===== src/rtl/taqs_pkg.sv =====
`default_nettype none

package taqs_pkg;

    // command codes
    typedef enum logic [2:0] {
        CMD_PUSH       = 3'd0,
        CMD_POLL       = 3'd1,
        CMD_TICK       = 3'd2,
        CMD_FULL_STOP  = 3'd3,
        CMD_QUIET_STOP = 3'd4,
        CMD_INIT       = 3'd5
    } t_cmd;

    // action kinds
    localparam logic [2:0] KIND_BREATH = 3'd0;
    localparam logic [2:0] KIND_DELAY  = 3'd1;
    localparam logic [2:0] KIND_PLAY   = 3'd2;
    localparam logic [2:0] KIND_PWRON  = 3'd3;
    localparam logic [2:0] KIND_PWROFF = 3'd4;

    // one-hot running flags
    localparam logic [4:0] FLAG_IDLE   = 5'b00000;
    localparam logic [4:0] FLAG_BREATH = 5'b10000;
    localparam logic [4:0] FLAG_DELAY  = 5'b01000;
    localparam logic [4:0] FLAG_PLAY   = 5'b00100;
    localparam logic [4:0] FLAG_PWRON  = 5'b00010;
    localparam logic [4:0] FLAG_PWROFF = 5'b00001;

    localparam logic [15:0] FINAL_DELAY_RST = 16'd10;

    // one queue slot
    typedef struct packed {
        logic [2:0]  kind;
        logic [15:0] duration;
        logic [7:0]  param;
    } t_slot;

    // controller to datapath
    typedef struct packed {
        logic capture;
        logic exec;
        logic push_write;
        logic start_pop;
        logic arm_final;
        logic timer_dec;
        logic disarm;
        logic clear_queue;
        logic clear_flag;
        logic stop_play;
        logic power_off;
        logic seq_done;
    } t_ctl_cmd;

    // datapath to controller
    typedef struct packed {
        logic queue_full;
        logic queue_empty;
        logic flag_idle;
        logic playing;
        logic timer_armed;
        logic timer_expiring;
        logic timer_final;
    } t_dp_status;

    function automatic logic [4:0] flag_of_kind(input logic [2:0] kind);
        logic [4:0] flag;
        case (kind)
            KIND_BREATH: flag = FLAG_BREATH;
            KIND_DELAY:  flag = FLAG_DELAY;
            KIND_PLAY:   flag = FLAG_PLAY;
            KIND_PWRON:  flag = FLAG_PWRON;
            KIND_PWROFF: flag = FLAG_PWROFF;
            default:     flag = FLAG_IDLE;
        endcase
        return flag;
    endfunction

endpackage

`default_nettype wire


===== src/rtl/timed_action_queue_sequencer_top.sv =====
// channel  | ports                                           | handshake
// ---------+-------------------------------------------------+-------------------------
// input    | i_cmd i_action_kind i_duration i_action_param   | start high, busy low
// result   | o_accepted o_started o_started_kind ...         | o_res_valid, one cycle
//          | o_started_param o_stop_playback o_power_off     |
//          | o_sequence_done o_busy_res                      |
// config   | i_cfg_wdata (final_delay)                       | i_cfg_we, no wait
//
// every word passes through capture, then the execute state behind the registered
// read of the head slot in the queue memory; no new word is taken while busy is high
// the result shows in the cycle after the execute state, as the next word can be captured
// synchronous active-low reset empties the queue, idles the timer, final_delay = 10
// the receiver cannot stall: each result is flagged by o_res_valid for exactly one cycle
`default_nettype none

module timed_action_queue_sequencer_top
    import taqs_pkg::*;
#(
    parameter int QUEUE_DEPTH = 16
) (
    input  wire logic        i_clk,
    input  wire logic        i_rst_n,
    input  wire logic        start,
    output logic             busy,
    input  wire logic [2:0]  i_cmd,
    input  wire logic [2:0]  i_action_kind,
    input  wire logic [15:0] i_duration,
    input  wire logic [7:0]  i_action_param,
    input  wire logic        i_cfg_we,
    input  wire logic [15:0] i_cfg_wdata,
    output logic             o_res_valid,
    output logic             o_accepted,
    output logic             o_started,
    output logic [2:0]       o_started_kind,
    output logic [7:0]       o_started_param,
    output logic             o_stop_playback,
    output logic             o_power_off,
    output logic             o_sequence_done,
    output logic             o_busy_res
);

    t_ctl_cmd   ctl;
    t_dp_status status;

    // sequencing and decisions
    taqs_ctrl u_ctrl (
        .i_clk    (i_clk),
        .i_rst_n  (i_rst_n),
        .start    (start),
        .i_cmd    (i_cmd),
        .i_status (status),
        .o_ctl    (ctl),
        .o_busy   (busy)
    );

    // queue, timer and result registers
    taqs_datapath #(
        .QUEUE_DEPTH (QUEUE_DEPTH)
    ) u_datapath (
        .i_clk           (i_clk),
        .i_rst_n         (i_rst_n),
        .i_ctl           (ctl),
        .i_action_kind   (i_action_kind),
        .i_duration      (i_duration),
        .i_action_param  (i_action_param),
        .i_cfg_we        (i_cfg_we),
        .i_cfg_wdata     (i_cfg_wdata),
        .o_status        (status),
        .o_res_valid     (o_res_valid),
        .o_accepted      (o_accepted),
        .o_started       (o_started),
        .o_started_kind  (o_started_kind),
        .o_started_param (o_started_param),
        .o_stop_playback (o_stop_playback),
        .o_power_off     (o_power_off),
        .o_sequence_done (o_sequence_done),
        .o_busy_res      (o_busy_res)
    );

endmodule

`default_nettype wire


===== src/rtl/taqs_ctrl.sv =====
`default_nettype none

module taqs_ctrl
    import taqs_pkg::*;
(
    input  wire logic       i_clk,
    input  wire logic       i_rst_n,
    input  wire logic       start,
    input  wire logic [2:0] i_cmd,
    input  wire t_dp_status i_status,
    output t_ctl_cmd        o_ctl,
    output logic            o_busy
);

    typedef enum logic {
        S_IDLE,
        S_EXEC
    } t_state;

    t_state     r_state;
    t_state     n_state;
    logic       r_busy;
    logic       n_busy;
    logic [2:0] r_cmd;
    logic       capture;
    logic       exec;
    logic       expire;

    assign capture = start && !r_busy;
    assign exec    = (r_state == S_EXEC);
    assign o_busy  = r_busy;

    // next state
    always_comb begin
        n_state = r_state;
        n_busy  = r_busy;
        case (r_state)
            S_IDLE: begin
                if (capture) begin
                    n_state = S_EXEC;
                    n_busy  = 1'b1;
                end
            end
            S_EXEC: begin
                n_state = S_IDLE;
                n_busy  = 1'b0;
            end
            default: begin
                n_state = S_IDLE;
                n_busy  = 1'b0;
            end
        endcase
    end

    // state and registered outputs
    always_ff @(posedge i_clk) begin
        if (!i_rst_n) begin
            r_state <= S_IDLE;
            r_busy  <= 1'b0;
        end else begin
            r_state <= n_state;
            r_busy  <= n_busy;
        end
    end

    // command word held for the execute cycle
    always_ff @(posedge i_clk) begin
        if (capture) begin
            r_cmd <= i_cmd;
        end
    end

    // decisions for the execute cycle
    always_comb begin
        o_ctl         = '0;
        o_ctl.capture = capture;
        o_ctl.exec    = exec;
        expire        = i_status.timer_armed && i_status.timer_expiring;
        if (exec) begin
            case (r_cmd)
                CMD_PUSH: begin
                    o_ctl.push_write = !i_status.queue_full;
                end
                CMD_POLL: begin
                    o_ctl.start_pop = i_status.flag_idle && !i_status.queue_empty;
                end
                CMD_TICK: begin
                    o_ctl.timer_dec = i_status.timer_armed && !i_status.timer_expiring;
                    o_ctl.disarm    = expire;
                    o_ctl.seq_done  = expire && i_status.timer_final;
                    if (expire && !i_status.timer_final) begin
                        o_ctl.stop_play = i_status.playing;
                        o_ctl.start_pop = !i_status.queue_empty;
                        o_ctl.arm_final = i_status.queue_empty && !i_status.flag_idle;
                    end
                end
                CMD_FULL_STOP: begin
                    o_ctl.disarm      = 1'b1;
                    o_ctl.clear_queue = 1'b1;
                    o_ctl.clear_flag  = 1'b1;
                    o_ctl.stop_play   = i_status.playing;
                    o_ctl.power_off   = 1'b1;
                end
                CMD_QUIET_STOP: begin
                    o_ctl.disarm      = 1'b1;
                    o_ctl.clear_queue = 1'b1;
                    o_ctl.clear_flag  = 1'b1;
                end
                CMD_INIT: begin
                    o_ctl.disarm      = 1'b1;
                    o_ctl.clear_queue = 1'b1;
                    o_ctl.stop_play   = i_status.playing;
                end
                default: begin
                end
            endcase
        end
    end

endmodule

`default_nettype wire


===== src/rtl/taqs_datapath.sv =====
`default_nettype none

module taqs_datapath
    import taqs_pkg::*;
#(
    parameter int QUEUE_DEPTH = 16
) (
    input  wire logic        i_clk,
    input  wire logic        i_rst_n,
    input  wire t_ctl_cmd    i_ctl,
    input  wire logic [2:0]  i_action_kind,
    input  wire logic [15:0] i_duration,
    input  wire logic [7:0]  i_action_param,
    input  wire logic        i_cfg_we,
    input  wire logic [15:0] i_cfg_wdata,
    output t_dp_status       o_status,
    output logic             o_res_valid,
    output logic             o_accepted,
    output logic             o_started,
    output logic [2:0]       o_started_kind,
    output logic [7:0]       o_started_param,
    output logic             o_stop_playback,
    output logic             o_power_off,
    output logic             o_sequence_done,
    output logic             o_busy_res
);

    localparam int PW = $clog2(QUEUE_DEPTH);
    localparam logic [PW-1:0] LAST_IDX = PW'(QUEUE_DEPTH - 1);

    // slot memory, no reset
    t_slot r_mem [QUEUE_DEPTH];
    t_slot r_rd_slot;
    t_slot r_in_slot;

    logic [PW-1:0] r_read_ptr;
    logic [PW-1:0] n_read_ptr;
    logic [PW-1:0] r_write_ptr;
    logic [PW-1:0] n_write_ptr;
    logic [PW-1:0] rd_inc;
    logic [PW-1:0] wr_inc;
    logic [4:0]    r_flag;
    logic [4:0]    n_flag;
    logic [15:0]   r_count;
    logic [15:0]   n_count;
    logic          r_armed;
    logic          n_armed;
    logic          r_final;
    logic          n_final;
    logic [15:0]   r_final_delay;
    logic          r_res_valid;

    // ring pointer increments
    assign rd_inc = (r_read_ptr == LAST_IDX) ? '0 : r_read_ptr + 1'b1;
    assign wr_inc = (r_write_ptr == LAST_IDX) ? '0 : r_write_ptr + 1'b1;

    // status for the controller
    assign o_status.queue_full     = (wr_inc == r_read_ptr);
    assign o_status.queue_empty    = (r_read_ptr == r_write_ptr);
    assign o_status.flag_idle      = (r_flag == FLAG_IDLE);
    assign o_status.playing        = (r_flag == FLAG_PLAY);
    assign o_status.timer_armed    = r_armed;
    assign o_status.timer_expiring = (r_count <= 16'd1);
    assign o_status.timer_final    = r_final;

    // input word capture
    always_ff @(posedge i_clk) begin
        if (i_ctl.capture) begin
            r_in_slot <= '{kind: i_action_kind, duration: i_duration, param: i_action_param};
        end
    end

    // memory write and registered read at the head
    always_ff @(posedge i_clk) begin
        if (i_ctl.push_write) begin
            r_mem[r_write_ptr] <= r_in_slot;
        end
        r_rd_slot <= r_mem[r_read_ptr];
    end

    // next pointers, timer and flag
    always_comb begin
        n_read_ptr  = r_read_ptr;
        n_write_ptr = r_write_ptr;
        n_flag      = r_flag;
        n_count     = r_count;
        n_armed     = r_armed;
        n_final     = r_final;
        if (i_ctl.clear_queue) begin
            n_read_ptr  = '0;
            n_write_ptr = '0;
        end
        if (i_ctl.push_write) begin
            n_write_ptr = wr_inc;
        end
        if (i_ctl.clear_flag) begin
            n_flag = FLAG_IDLE;
        end
        if (i_ctl.disarm) begin
            n_count = '0;
            n_armed = 1'b0;
            n_final = 1'b0;
        end
        if (i_ctl.timer_dec) begin
            n_count = r_count - 16'd1;
        end
        if (i_ctl.start_pop) begin
            n_read_ptr = rd_inc;
            n_flag     = flag_of_kind(r_rd_slot.kind);
            n_count    = r_rd_slot.duration;
            n_armed    = 1'b1;
            n_final    = 1'b0;
        end
        if (i_ctl.arm_final) begin
            n_flag  = FLAG_IDLE;
            n_count = r_final_delay;
            n_armed = 1'b1;
            n_final = 1'b1;
        end
    end

    // control state
    always_ff @(posedge i_clk) begin
        if (!i_rst_n) begin
            r_read_ptr    <= '0;
            r_write_ptr   <= '0;
            r_flag        <= FLAG_IDLE;
            r_count       <= '0;
            r_armed       <= 1'b0;
            r_final       <= 1'b0;
            r_final_delay <= FINAL_DELAY_RST;
            r_res_valid   <= 1'b0;
        end else begin
            r_read_ptr  <= n_read_ptr;
            r_write_ptr <= n_write_ptr;
            r_flag      <= n_flag;
            r_count     <= n_count;
            r_armed     <= n_armed;
            r_final     <= n_final;
            r_res_valid <= i_ctl.exec;
            if (i_cfg_we) begin
                r_final_delay <= i_cfg_wdata;
            end
        end
    end

    // result word register
    always_ff @(posedge i_clk) begin
        if (i_ctl.exec) begin
            o_accepted      <= i_ctl.push_write;
            o_started       <= i_ctl.start_pop;
            o_started_kind  <= i_ctl.start_pop ? r_rd_slot.kind : 3'd0;
            o_started_param <= i_ctl.start_pop ? r_rd_slot.param : 8'd0;
            o_stop_playback <= i_ctl.stop_play;
            o_power_off     <= i_ctl.power_off;
            o_sequence_done <= i_ctl.seq_done;
            o_busy_res      <= (n_flag != FLAG_IDLE);
        end
    end

    assign o_res_valid = r_res_valid;

endmodule

`default_nettype wire


===== config.mk =====
export PLATFORM = sky130hd
export DESIGN_NAME = timed_action_queue_sequencer_top
export DESIGN_NICKNAME = d
export VERILOG_FILES = /design/src/rtl/taqs_pkg.sv /design/src/rtl/timed_action_queue_sequencer_top.sv /design/src/rtl/taqs_ctrl.sv /design/src/rtl/taqs_datapath.sv
export SDC_FILE = /design/constraint.sdc
export NUM_CORES = 1
export LEC_CHECK = 0
export BUFFER_PORTS_ARGS = -buffer_cell sky130_fd_sc_hd__buf_4
export CORE_ASPECT_RATIO = 1.75
export CORE_MARGIN = 10
export CORE_UTILIZATION = 55
export CTS_CLUSTER_SIZE = 8
export DETAILED_ROUTE_END_ITERATION = 12
export PLACE_DENSITY = 0.86
export SYNTH_ARGS = -nofsm -noshare
export SYNTH_HDL_FRONTEND = slang
export SYNTH_HIERARCHICAL = 1
export SYNTH_SLANG_ARGS = --single-unit

===== constraint.sdc =====
create_clock -name i_clk -period 3.87 [get_ports i_clk]
set_input_delay 0.9675 -clock i_clk [delete_from_list [all_inputs] [get_ports i_clk]]
set_output_delay 0.9675 -clock i_clk [all_outputs]
set_load 0.05 [all_outputs]

==> results.md <==
- Sequential Power Share: 0.507
- # rows: 95
- Top-level I/O count: 69
- Endpoints failing setup: 0
- Final wirelength: 49500 um
- Congestion Overflow GR: 0
- Antenna diodes: 0
- Final Hold Vio Count: 0
- Hold Path Sink: u_datapath/r_flag[1]
- H-tree depth: 3
- Routed len/inst: 28.5 um
- Hold Path Origin: u_datapath/r_flag[1]
- Crit end category: register
- P&R area growth vs syn: 16.3%
- TritonCTS Buffers: 79
- Nets: 1261
- Status: finished clean
- Slew @ Worst Pin: 1.11 ns
- Worst R2R End: u_datapath/r_mem[13][7]
- Full die area: 47200 um2
- Cell leakage power: 0.00806 uW
- Power per cell area: 533 nW/um2
- Mapped Avg Cell Area: 19.9 um2
- Layout cell share with drive strength beyond 1: 0.288
- CP Data Arrival Time: 3.76 ns
- Vias in the first global route: 11700
- #FFs+latches synth: 556
- Worst hold path depth: 2
- Post-synth net total: 1126
- Final Max Slew Viols: 0
- GRT Overall Usage: 0.210
- Post-CTS setup buffer count: 0
- RSZ-0062 raised after global routing: false
- Remaining DRCs: 0
- Overall die width: 169 um
- Initial drt markers: 1270
- CTS tree: built
- Hold Crit Class: reg -> reg
- Period utilization: 0.917
- Root buf cell: clkbuf_16
- Post-synth design cell area: 21200 um2
- Pre-Repair DR Iteration Count: 6
- Max Cap Viol: 0
- First-pass GRT wire length: 74500 um
- WS Path Type: reg -> reg
- GPL Wtd Cong: 0.861
- FF-to-FF setup slack: 0.32 ns
- Starting Density: 0.555
- Cts repair resizes: 0
- Final Hold Slack: 0.472 ns
- Crit Path Max Fanout: 27
- DP Wirelength: 26900 um
- Yosys warns: 6
- Async set or reset register ratio after synthesis: 0
- Combinational share of power: 0.015
- Routed vias/inst: 6.42
- Clock slew seen by the registers of the worst setup and hold paths: 0.05 ns
- Relative slew slack: 0.260
- Hold Buf Count CTS: 0
- Cells after synthesis: 1069
- Clock network power share: 0.478
- Post-route ant nets: 0
- Main flop type after synthesis: edfxtp_1
- Setup ws final: 0.321 ns
- Max VDD drop: 0.284 mV
- Clock Skews: 0.0300 ns
- Filler cells: 2424
- Sequential area share after synthesis: 0.750
- Die Ht: 280 um
- Min Tclk post-route: 3.55 ns
- RR Startpoint: u_datapath/r_write_ptr[2]
- Internal: 10600 uW
- Post-synth cell types: 53
- Core area: 38300 um2
- Clock sinks: 556
- Total power: 13200 uW
- Switching share of power: 0.197
- Initial antenna violation count: 0
- Startpoint class of the critical path: register
- CP Data Required Time: 4.08 ns
- CTS Buffer Depth: 3
- Achievable Freq: 0.282 GHz
- Worst reg-to-reg path cell count: 9
- Placement Setup Slack: 0.593 ns
- Vias post-DR: 11100
- Psw: 2600 uW
- Number of flops mapped to enable cells by yosys: 479
- Largest net degree at the start of global routing: 75
- IO Port Bufs: 68
- Clock Latency Late Sink: 0.60 ns
routing by layer:
layer,vias up,part of all wire,track usage
met5,-,0,0
met4,0,0.037,0.0931
met3,145,0.075,0.0442
met2,690,0.53,0.361
met1,5724,0.36,0.247
li1,4581,-,-
final cells by class:
class / instances / area [um2] / area share
clock inverter: 5 / 65.1 / 0.00263
tap: 485 / 607 / 0.0246
multi-input combinational: 445 / 5020 / 0.203
timing repair buffer: 110 / 838 / 0.0339
inverter: 12 / 45.0 / 0.00182
clock buffer: 123 / 2180 / 0.0885
sequential: 556 / 15900 / 0.645
cells in the mapped netlist (all sizes together), types with 2 or more instances:
master / count / area (um2)
nand2: 36 / 135
a221oi: 7 / 61.3
and2: 17 / 106
nor3b: 6 / 50.1
nor2: 42 / 158
o31a: 2 / 17.5
a21boi: 3 / 22.5
mux4: 135 / 3040
nand3b: 4 / 30.0
buf: 30 / 201
a31oi: 3 / 18.8
mux2i: 19 / 190
o31ai: 3 / 22.5
nand4: 3 / 18.8
clkbuf: 26 / 97.6
a21oi: 28 / 140
nor2b: 25 / 156
nor3: 14 / 85.1
edfxtp: 479 / 14400
xnor2: 7 / 61.3
nand2b: 5 / 31.3
xor2: 7 / 61.3
ha: 7 / 87.6
nand3: 11 / 60.1
inv: 12 / 45.0
a22oi: 4 / 30.0
nor4: 6 / 43.8
a211oi: 8 / 65.1
and2b: 2 / 15.0
dfxtp: 77 / 1540
o21ai: 29 / 145
how the worst max path moves through the flow:
stage / end / startpoint
2_1_floorplan: u_datapath/r_mem[3][0] / u_datapath/r_write_ptr[2]
3_3_place_gp: u_datapath/r_count[6] / u_datapath/r_count[4]
3_5_place_dp: u_datapath/r_mem[13][7] / u_datapath/r_write_ptr[2]
4_1_cts: u_datapath/r_mem[13][15] / u_datapath/r_write_ptr[2]
5_1_grt: u_datapath/r_mem[14][1] / u_datapath/r_write_ptr[2]
6_report: u_datapath/r_mem[13][7] / u_datapath/r_write_ptr[2]
flip-flops by register name (all words and copies together), names as in the netlist, 3 cells and up:
register,flops
u_ctrl/r_cmd,3
u_datapath/o_started_kind,3
u_datapath/o_started_param,8
u_datapath/r_count,16
u_datapath/r_final_delay,16
u_datapath/r_flag,5
u_datapath/r_in_slot,27
u_datapath/r_mem,432
u_datapath/r_rd_slot,27
u_datapath/r_read_ptr,4
u_datapath/r_write_ptr,4
logic make-up after synthesis:
kind of cell               count (synthesis)  share of synthesized area
DFF                                      556                      0.750
and+or+nand+nor                          178                     0.0449
muxes                                    154                      0.152
AOI/OAI and AO/OA                         92                     0.0266
buffers and inverters                     68                     0.0162
xor gates and xnor gates                  14                    0.00578
adders and majority gates                  7                    0.00413
power by group through the flow:
| stage | Clock [uW] | Sequential, uW | Combinational (uW) |
|---|---|---|---|
| 5_1_grt | 6590 | 6670 | 218 |
| 3_5_place_dp | 0 | 6780 | 203 |
| 2_1_floorplan | 0 | 6760 | 93.5 |
| 3_3_place_gp | 0 | 6770 | 197 |
| 4_1_cts | 6370 | 6670 | 205 |
| 6_report | 6280 | 6670 | 203 |
layout by cell type (no fill, tap or decap), types with 10 or more instances in the layout:
cell,count
edfxtp_1,479
mux4_2,135
buf_4,109
clkbuf_16,81
dfxtp_1,75
clkbuf_1,42
nand2_1,36
nor2_1,30
o21ai_0,29
a21oi_1,28
nor2b_1,24
mux2i_1,19
and2_1,16
nor2_2,12
inv_1,11
nand3_1,10
per-stage QoR:
stage,setup TNS (ns),util,std cells,cell area [um2]
CTS,0,0.645,1736,24700
finish,0,0.645,1736,24700
global route,0,0.645,1736,24700
floorplan,-37.86,-,1069,21200
detailed placement,0,0.586,1608,22400
global placement,0,0.586,1608,22400
critical path, cell delays in order (launching register included):
cell and delay [ns]:
dfxtp_1 0.66, nand2b_1 0.34, o31ai_1 0.41, xor2_1 0.20, nor4_1 0.07, nor4_1 0.32, buf_4 0.26, nand2_1 0.20
nor2_2 0.19, buf_4 0.49
No activity file was read; power rests on OpenSTA's default activity.
